--- src/rtl/core/mlr_pkg.sv ---
package mlr_pkg;

    typedef enum logic {
        OP_LOAD = 1'b0,
        OP_STEP = 1'b1
    } opcode_t;

    typedef enum logic [1:0] {
        OCT_X_DOWN = 2'd0,
        OCT_Y_DOWN = 2'd1,
        OCT_X_UP   = 2'd2,
        OCT_Y_UP   = 2'd3
    } octant_t;

    typedef enum logic [1:0] {
        ST_IDLE  = 2'd0,
        ST_FIRST = 2'd1,
        ST_RUN   = 2'd2
    } state_t;

    typedef struct packed {
        logic load;
        logic emit;
        logic blank;
        logic advance;
    } dp_cmd_t;

    typedef struct packed {
        logic last_cur;
        logic last_adv;
    } dp_status_t;

endpackage

--- src/rtl/core/mlr_ctrl.sv ---
module mlr_ctrl (
    input  logic                aclk,
    input  logic                aresetn,
    input  logic                s_valid,
    output logic                s_ready,
    input  logic                s_opcode,
    output logic                m_valid,
    input  logic                m_ready,
    output mlr_pkg::dp_cmd_t    cmd,
    input  mlr_pkg::dp_status_t status
);
    import mlr_pkg::*;

    state_t state_reg, state_next;
    logic   out_valid_reg, out_valid_next;
    logic   accept;

    assign s_ready = !out_valid_reg || m_ready;
    assign accept  = s_valid && s_ready;
    assign m_valid = out_valid_reg;

    always_ff @(posedge aclk) begin
        if (!aresetn) begin
            state_reg     <= ST_IDLE;
            out_valid_reg <= 1'b0;
        end else begin
            state_reg     <= state_next;
            out_valid_reg <= out_valid_next;
        end
    end

    always_comb begin
        state_next     = state_reg;
        out_valid_next = m_ready ? 1'b0 : out_valid_reg;
        cmd            = '0;
        if (accept) begin
            if (s_opcode == OP_LOAD) begin
                cmd.load   = 1'b1;
                state_next = ST_FIRST;
            end else begin
                cmd.emit       = 1'b1;
                out_valid_next = 1'b1;
                case (state_reg)
                    ST_IDLE: begin
                        cmd.blank = 1'b1;
                    end
                    ST_FIRST: begin
                        state_next = status.last_cur ? ST_IDLE : ST_RUN;
                    end
                    ST_RUN: begin
                        cmd.advance = 1'b1;
                        state_next  = status.last_adv ? ST_IDLE : ST_RUN;
                    end
                    default: begin
                        cmd.blank  = 1'b1;
                        state_next = ST_IDLE;
                    end
                endcase
            end
        end
    end

endmodule

--- src/rtl/core/mlr_dp.sv ---
module mlr_dp #(
    parameter int COORD_BITS = 10
) (
    input  logic                    aclk,
    input  mlr_pkg::dp_cmd_t        cmd,
    output mlr_pkg::dp_status_t     status,
    input  logic [COORD_BITS-1:0]   x_first,
    input  logic [COORD_BITS-1:0]   y_first,
    input  logic [COORD_BITS-1:0]   x_second,
    input  logic [COORD_BITS-1:0]   y_second,
    output logic [COORD_BITS-1:0]   pixel_x,
    output logic [COORD_BITS-1:0]   pixel_y,
    output logic                    pixel_valid,
    output logic                    last_pixel
);
    import mlr_pkg::*;

    localparam int DW = COORD_BITS + 4;
    localparam logic [COORD_BITS-1:0] COORD_ONE = COORD_BITS'(1);

    logic [COORD_BITS-1:0] cur_x_reg, cur_y_reg, tgt_x_reg, tgt_y_reg;
    logic [COORD_BITS-1:0] run_reg, rise_reg;
    logic signed [DW-1:0]  dec_reg;
    octant_t               oct_reg;

    logic [COORD_BITS-1:0] pix_x_reg, pix_y_reg;
    logic                  pix_valid_reg, pix_last_reg;

    // load path
    logic                  swap_x, swap_y;
    logic [COORD_BITS-1:0] xa, ya, xb, yb, ya_v, yb_v;
    logic [COORD_BITS-1:0] run_next, rise_next;
    octant_t               oct_next;
    logic signed [DW-1:0]  run_ext, rise_ext, dec_load;

    // step path
    logic                  x_major, diag, step_last;
    logic [COORD_BITS-1:0] adv_x, adv_y, step_x, step_y;
    logic signed [DW-1:0]  cur_run, cur_rise, dec_adv;

    always_comb begin
        swap_x = x_first > x_second;
        xa     = swap_x ? x_second : x_first;
        ya     = swap_x ? y_second : y_first;
        xb     = swap_x ? x_first  : x_second;
        yb     = swap_x ? y_first  : y_second;
        swap_y = (xa == xb) && (ya < yb);
        ya_v   = swap_y ? yb : ya;
        yb_v   = swap_y ? ya : yb;
        run_next = xb - xa;
        if (yb_v <= ya_v) begin
            rise_next = ya_v - yb_v;
            oct_next  = (rise_next < run_next || rise_next == '0) ? OCT_X_DOWN : OCT_Y_DOWN;
        end else begin
            rise_next = yb_v - ya_v;
            oct_next  = (rise_next < run_next) ? OCT_X_UP : OCT_Y_UP;
        end
        run_ext  = DW'(signed'({1'b0, run_next}));
        rise_ext = DW'(signed'({1'b0, rise_next}));
        if (oct_next == OCT_X_DOWN || oct_next == OCT_X_UP) begin
            dec_load = (rise_ext <<< 1) - run_ext;
        end else begin
            dec_load = (run_ext <<< 1) - rise_ext;
        end
    end

    always_comb begin
        x_major  = (oct_reg == OCT_X_DOWN) || (oct_reg == OCT_X_UP);
        diag     = !dec_reg[DW-1];
        cur_run  = DW'(signed'({1'b0, run_reg}));
        cur_rise = DW'(signed'({1'b0, rise_reg}));
        adv_x    = cur_x_reg;
        adv_y    = cur_y_reg;
        if (x_major) begin
            adv_x = cur_x_reg + COORD_ONE;
            if (diag) begin
                adv_y   = (oct_reg == OCT_X_DOWN) ? cur_y_reg - COORD_ONE
                                                  : cur_y_reg + COORD_ONE;
                dec_adv = dec_reg + ((cur_rise - cur_run) <<< 1);
            end else begin
                dec_adv = dec_reg + (cur_rise <<< 1);
            end
        end else begin
            adv_y = (oct_reg == OCT_Y_DOWN) ? cur_y_reg - COORD_ONE : cur_y_reg + COORD_ONE;
            if (diag) begin
                adv_x   = cur_x_reg + COORD_ONE;
                dec_adv = dec_reg + ((cur_run - cur_rise) <<< 1);
            end else begin
                dec_adv = dec_reg + (cur_run <<< 1);
            end
        end
        status.last_cur = x_major ? (cur_x_reg == tgt_x_reg) : (cur_y_reg == tgt_y_reg);
        status.last_adv = x_major ? (adv_x == tgt_x_reg) : (adv_y == tgt_y_reg);
    end

    assign step_x    = cmd.advance ? adv_x : cur_x_reg;
    assign step_y    = cmd.advance ? adv_y : cur_y_reg;
    assign step_last = cmd.advance ? status.last_adv : status.last_cur;

    always_ff @(posedge aclk) begin
        if (cmd.load) begin
            cur_x_reg <= xa;
            cur_y_reg <= ya_v;
            tgt_x_reg <= xb;
            tgt_y_reg <= yb_v;
            run_reg   <= run_next;
            rise_reg  <= rise_next;
            dec_reg   <= dec_load;
            oct_reg   <= oct_next;
        end else if (cmd.advance) begin
            cur_x_reg <= adv_x;
            cur_y_reg <= adv_y;
            dec_reg   <= dec_adv;
        end
        if (cmd.emit) begin
            pix_x_reg     <= cmd.blank ? '0 : step_x;
            pix_y_reg     <= cmd.blank ? '0 : step_y;
            pix_valid_reg <= !cmd.blank;
            pix_last_reg  <= !cmd.blank && step_last;
        end
    end

    assign pixel_x     = pix_x_reg;
    assign pixel_y     = pix_y_reg;
    assign pixel_valid = pix_valid_reg;
    assign last_pixel  = pix_last_reg;

endmodule

--- src/rtl/core/midpoint_line_rasterizer.sv ---
// channel   direction  ports
// s_        in         s_valid s_ready s_opcode s_x_first s_y_first s_x_second s_y_second
// m_        out        m_valid m_ready m_pixel_x m_pixel_y m_pixel_valid m_last_pixel
//
// one item per cycle while s_ready is high: a load or a pixel step is combinational logic ahead of the state registers
// a step item gives one result in the cycle after it is taken, a load item gives none
// input is taken while the output register is empty or being drained the same cycle
// synchronous active-low reset leaves the block idle, a step then returns an invalid pixel
module midpoint_line_rasterizer #(
    parameter int COORD_BITS = 10
) (
    input  logic                  aclk,
    input  logic                  aresetn,
    input  logic                  s_valid,
    output logic                  s_ready,
    input  logic                  s_opcode,
    input  logic [COORD_BITS-1:0] s_x_first,
    input  logic [COORD_BITS-1:0] s_y_first,
    input  logic [COORD_BITS-1:0] s_x_second,
    input  logic [COORD_BITS-1:0] s_y_second,
    output logic                  m_valid,
    input  logic                  m_ready,
    output logic [COORD_BITS-1:0] m_pixel_x,
    output logic [COORD_BITS-1:0] m_pixel_y,
    output logic                  m_pixel_valid,
    output logic                  m_last_pixel
);
    import mlr_pkg::*;

    dp_cmd_t    cmd;
    dp_status_t status;

    mlr_ctrl u_ctrl (
        .aclk     (aclk),
        .aresetn  (aresetn),
        .s_valid  (s_valid),
        .s_ready  (s_ready),
        .s_opcode (s_opcode),
        .m_valid  (m_valid),
        .m_ready  (m_ready),
        .cmd      (cmd),
        .status   (status)
    );

    mlr_dp #(
        .COORD_BITS (COORD_BITS)
    ) u_dp (
        .aclk        (aclk),
        .cmd         (cmd),
        .status      (status),
        .x_first     (s_x_first),
        .y_first     (s_y_first),
        .x_second    (s_x_second),
        .y_second    (s_y_second),
        .pixel_x     (m_pixel_x),
        .pixel_y     (m_pixel_y),
        .pixel_valid (m_pixel_valid),
        .last_pixel  (m_last_pixel)
    );

endmodule
--- config.mk ---
export PLATFORM = sky130hd
export DESIGN_NAME = midpoint_line_rasterizer
export DESIGN_NICKNAME = d
export VERILOG_FILES = /design/src/rtl/core/mlr_pkg.sv /design/src/rtl/core/mlr_ctrl.sv /design/src/rtl/core/mlr_dp.sv /design/src/rtl/core/midpoint_line_rasterizer.sv
export SDC_FILE = /design/constraint.sdc
export NUM_CORES = 1
export LEC_CHECK = 0
export ABC_AREA = 0
export ABC_CLOCK_PERIOD_IN_PS = 10300
export CAP_MARGIN = 30
export CORE_UTILIZATION = 40
export CTS_BUF_LIST = sky130_fd_sc_hd__clkbuf_8
export DETAILED_ROUTE_END_ITERATION = 10
export DONT_BUFFER_PORTS = 1
export SYNTH_ARGS = -nofsm -noshare
export SYNTH_HDL_FRONTEND = slang
export SYNTH_SLANG_ARGS = --single-unit
--- constraint.sdc ---
create_clock -name aclk -period 10.3 [get_ports aclk]
set_clock_uncertainty 0.2 [all_clocks]
set_input_delay 1.03 -clock aclk [delete_from_list [all_inputs] [get_ports aclk]]
set_output_delay 1.03 -clock aclk [all_outputs]
set_load 0.02 [all_outputs]
# After elaboration in Yosys (flattened, before gate mapping)
# Cells that the tools add are included.
word_totals:
  regBits: 101
  input_bits: 45
  wordCells: 101
op_classes:
  add_sub_neg: 14
  magnitude_cmp: 5
  n_eq_ne: 11
  mux: 41
  reduce_logical: 16
ops:
  columns: ["op", "n"]
  rows:
  - ["10-bit two-way mux", 17]
  - ["14-bit two-way mux", 6]
  - ["10-bit == test", 5]
  - ["10-bit < comparator", 3]
  - ["10-bit subtractor", 3]
  - ["14-bit by 12-bit adder with 14-bit output", 2]
  - ["14-bit adder", 2]
  - ["11-bit by 10-bit subtractor with 12-bit output", 2]
  - ["10-bit by 10-bit subtractor with 11-bit output", 2]
  - ["10-bit by 1-bit adder with 10-bit output, second input constant", 2]
  - ["1-bit two-way mux", 11]
  - ["10-bit > comparator", 1]
  - ["10-bit less-or-equal comparator", 1]
  - ["10-bit zero test", 1]
  - ["10-bit by 1-bit subtractor with 10-bit output, second input constant", 1]
  - ["2-bit two-way mux", 4]
  - ["2-bit == test, second input constant", 3]
  - ["2-bit zero test", 3]
  - ["2-bit one-hot mux with 3 select lines", 1]
  - ["2-bit by 1-bit == test with 1-bit output, second input constant", 2]
  - ["1-bit logical OR", 4]
  - ["4-bit two-way mux", 1]
  - ["1-bit logical AND", 3]
  - ["3-bit two-way mux", 1]
  - ["5 further kinds", 6]

# Longest topological paths before layout
logic_depth:
  ltp_word: 14
  ltp_mapped: 34
  mapped_depth_nobuf: 29

# Hierarchy
# A second synthesis with hierarchy kept.
hier_totals:
  cells_unflattened: 1169
  hier_area_um2: 10094.7
modules_own_cells:
  columns: ["module", "n_inst", "cells_each", "area_per_inst_um2"]
  rows:
  - ["mlr_dp", 1, 1142, 9860.7]
  - ["mlr_ctrl", 1, 27, 234.0]

# Least setup slack after synthesis
# No wires, ideal clock.
synth_path:
  path_type: "in2reg"
  from: "input port s_x_second[8]"
  to: "register u_dp.dec_reg[12], data pin"
  setup_ns: 0.181
  arrival_time_ns: 6.891
  required_ns: 9.919
  path_slack_ns: 3.028
  path_stages: 30
  n_path_buf: 5
  path_cell_list: "inv_1 > ha_1 > nand4_1 > nor3_1 > o211ai_1 > a21o_1 > buf_4 > o21ai_2 > clkbuf_1 > buf_1 > clkbuf_1 > a21oi_1 > ha_1 > nor2_1 > maj3_1 > o211ai_1 > a211oi_1 > a21oi_1 > a311o_1 > a21boi_0 > xnor2_1 > ha_1 > nand2_1 > o21ai_0 > a21oi_1 > a211o_1 > buf_4 > nand4b_1 > or3_1 > o211ai_1"
synth_between:
  elab_chain_cells: 14
synth_rtl:
  columns: ["item", "line", "source"]
  rows:
  - ["start: declaration", "midpoint_line_rasterizer.sv:19", "input logic [COORD_BITS-1:0] s_x_second,"]
  - ["10-bit > comparator", "mlr_dp.sv:42", "swap_x = x_first > x_second;"]
  - ["10-bit two-way mux, on equally long branches", null, null]
  - ["10-bit < comparator or 10-bit == test (tied branches)", "mlr_dp.sv:47", "swap_y = (xa == xb) && (ya < yb);"]
  - ["1-bit logical AND", "mlr_dp.sv:47", null]
  - ["10-bit two-way mux, on equally long branches", "mlr_dp.sv:48, mlr_dp.sv:49", null]
  - ["10-bit subtractor", "mlr_dp.sv:52", "rise_next = ya_v - yb_v;"]
  - ["10-bit < comparator or 10-bit zero test (tied branches)", "mlr_dp.sv:53", "oct_next = (rise_next < run_next || rise_next == '0) ? OCT_X_DOWN : OCT_Y_DOWN;"]
  - ["1-bit logical OR", "mlr_dp.sv:53", null]
  - ["1-bit two-way mux", "mlr_dp.sv:53", null]
  - ["2-bit two-way mux", "mlr_dp.sv:51", "if (yb_v <= ya_v) begin"]
  - ["2-bit == test or 2-bit zero test (tied branches)", "mlr_dp.sv:60", "if (oct_next == OCT_X_DOWN || oct_next == OCT_X_UP) begin"]
  - ["1-bit logical OR", "mlr_dp.sv:60", null]
  - ["14-bit two-way mux *", "mlr_dp.sv:60", null]
  - ["14-bit two-way mux *", "mlr_dp.sv:101", "if (cmd.load) begin"]
  - ["end signal: assignment", "mlr_dp.sv:108", "dec_reg <= dec_load;"]
  - ["end signal: assignment", "mlr_dp.sv:113", "dec_reg <= dec_adv;"]
  - ["end: declaration", "mlr_dp.sv:23", "logic signed [DW-1:0] dec_reg;"]
# Mark *: on every way between the ends. The rest lies on a longest branch, timed or not.
# A chain may end at the register's enable or synchronous reset.

# Worst setup path in the final report
# Same ends and word-level chain as after synthesis.

==> impl_metrics.toml <==
[logic_synthesis]
netlist_instances = 1259
ys.flop_type = "edfxtp_1"
ys_warn_count = 0
syn_area_um2 = 10400
synthArstFlopShare_pct = 0
synth_area_leaders = "edfxtp_1 22%, ha_1 10%, xnor2_1 6.1%"
syn_nets = 1391
synth_top_cell_by_area = "edfxtp_1"
seq_area_frac_synth_pct = 26.6
synth_adder_area_share_pct = 11.6
synth_edf_count = 77
syn_avg_cell_area_um2 = 8.27
ys_seq_elements = 100
synth_top_family_by_area = "compound AO/OA/AOI/OAI gates"
synth-xor-area-share_pct = 10.5
yosys.area.top_type_share_pct = 22.2
synth_compound_area_share_pct = 23.1
synth.area.mux_share_pct = 4.22
yosysUniqueCellTypes = 85
yosys.area_share.simple_pct = 17.6

[grt]
grt_max_degree = 50
grt_pass1_wl_um = 44900
track_usage_pct = 21.4
grt_antenna_before_repair = 0
grt_pass1_vias = 8324
grt_overflow_total = 0

[clock_tree]
cts_sinks = 100
cts_tree = "done"
cts-buffers-inserted = 9
root_buffer = "clkbuf_8"
clockBufferDepth = 2
cts_resized = 0
cts-htree-levels = 3
path_clk_slew_ns = 0.10
cts_setup_buffers = 0
clk_latency_ns = 0.40
cts_hold_buf = 0

[floorplanning]
dieArea_um2 = 26700
die_h_um = 163
initial_core_util_pct = 41.1
pin_count = 69
die_x_um = 163
rows = 58
coreArea_um2 = 25300

[detailed_routing]
wirelength_um = 28200
viasPerCell = 5.74
vias = 8929
dr.first_iter.drc_count = 648
ant_nets = 0
drc = 0
wl_per_cell_um = 18.1
drtPass1Iterations = 5

[worst_setup_path]
path_buf_inv = 2
cp.arrival_ns = 7.41
worst_ep_required_time_ns = 10.32
worstSetupEndpointType = "flop"
cp_slowest_stage_delay_ns = 0.61
crit_family = "compound AO/OA/AOI/OAI gates"
cpMaxStageDelayCell = "a21oi_2"
start_kind = "input port"
worstSetupPathType = "input port to flop"
cp_max_fo = 39

[sta]
relSlewSlack_pct = 37.7
fin_crit_ns = 7.39
finalSetupViolations = 0
fmax_ghz = 0.135
fin_setup_tns_ns = 0
slew_viol_final = 0
worst_slew_pin_slew_ns = 0.934
hold_viol = 0
rsz0062_at_grt = "false"
finalCritPeriodShare_pct = 71.8

[placed_design]
io_buffer_count = 0
gp_congestion = 0.914
placedCellCount = 1538
hpwlAfterDp_um = 22100

[layout]
diodes = 0
syn2layout_area_growth_pct = 3.99
nets = 1352
largest_register_ffs = 13
drive_above_1_share_pct = 5.47
layoutNonFillerInstCount = 1555
fillers = 2518

[run_status]
outcome = "complete, no violations"

[flow_run]
drv_cap = 0

[power]
power_density_nw_per_um2 = 192
p_leak_uw = 0.00434
peakVddDrop_mv = 0.0873

[min_path]
hp-class = "flop to flop"
==> worst min-delay path, delay by kind of cell (launching register included) <==
kind / cells / cell delay (ns)
flip-flops: 1 / 0.33
AO/OA/AOI/OAI: 2 / 0.15
==> placed cells by master (no fill, tap or decap), types with 8 or more instances in the layout <==
master and count:
nor3_1 20, and2_1 9, dfxtp_1 23, a31oi_1 10
o211ai_1 15, o21a_1 15, nand2b_1 23, a211o_1 8
buf_4 11, a21o_1 22, inv_1 94, and3_1 10
nor2_1 134, a21oi_1 100, edfxtp_1 77, o21bai_1 13
a211oi_1 28, nand4_1 20, xnor2_1 72, clkbuf_8 9
nand2_1 113, xor2_1 39, o21ai_0 61, ha_1 83
nand3_1 20, mux2i_1 27, a21boi_0 10
==> cell usage after synthesis, drive strengths merged (5+ instances only) <==
library cell,number
a211o,8
a211oi,29
a21boi,10
a21o,22
a21oi,102
a311oi,6
a31o,5
a31oi,10
a41oi,8
and2,9
and3,10
buf,23
clkbuf,39
dfxtp,23
edfxtp,77
ha,83
inv,95
maj3,9
mux2,5
mux2i,28
nand2,114
nand2b,23
nand3,20
nand4,21
nor2,137
nor2b,7
nor3,21
nor4,7
o211ai,16
o21a,15
o21ai,64
o21bai,13
o31ai,7
or2,5
or3,6
or4,5
xnor2,78
xor2,39
==> logic make-up (layout without fill, tap and decap cells) <==
| kind of cell | count (synthesis) | in the layout |
|---|---|---|
| simple gates | 394 | 394 |
| fa+ha+maj | 96 | 96 |
| buf+inv | 157 | 123 |
| mux | 37 | 37 |
| xor+xnor | 117 | 117 |
| compound gates | 358 | 358 |
| flops | 100 | 100 |
==> power breakdown <==
group	total (uW)	switching (uW)	internal [uW]	leakage (uW)
Sequential	584	58.7	525	0.000916
Combinational	1230	707	524	0.00333
Clock	265	153	112	0.0000945
Total	2080	919	1160	0.00434
==> per-layer routing <==
layer / vias up / part of all wire, % / global-route usage (%)
li1: 4465 / - / -
met1: 4234 / 49 / 30.3
met2: 199 / 45 / 34.3
met3: 31 / 4.8 / 3.02
met4: 0 / 1.4 / 4.76
met5: - / 0 / 0
==> metrics by stage <==
stage	power, uW	util (%)	hold WS, ns	area [um2]	setup WS [ns]
after floorplan	1560	-	0.275	10400	3.03
after global placement	1790	41.9	0.307	10600	2.52
after detailed placement	1810	41.9	0.315	10600	2.45
after CTS	2080	42.6	0.327	10800	2.84
after global routing	2250	42.7	0.377	10800	2.47
final	2080	42.7	0.325	10800	2.91
==> worst paths after layout <==
path / startpoint / to / slack, ns / cells past startpoint
max reg2reg: u_dp.run_reg[0] / u_dp.dec_reg[13] / 5.71 / 21
max: s_x_second[8] / u_dp.dec_reg[12] / 2.91 / 28
min: u_ctrl.state_reg[0] / u_ctrl.state_reg[0] / 0.33 / 2
min reg2reg: u_ctrl.state_reg[0] / u_ctrl.state_reg[0] / 0.33 / 2
==> cell type report <==
class | instances | area (um2) | area share (%)
tap | 330 | 413 | 3.81
clock buffer | 9 | 124 | 1.14
timing repair buffer | 12 | 110 | 1.02
sequential | 100 | 2770 | 25.6
clock inverter | 7 | 68.8 | 0.636
multi-input combinational | 1002 | 6980 | 64.5
inverter | 95 | 357 | 3.29
Note: power is estimated with default switching activity, not from simulation.
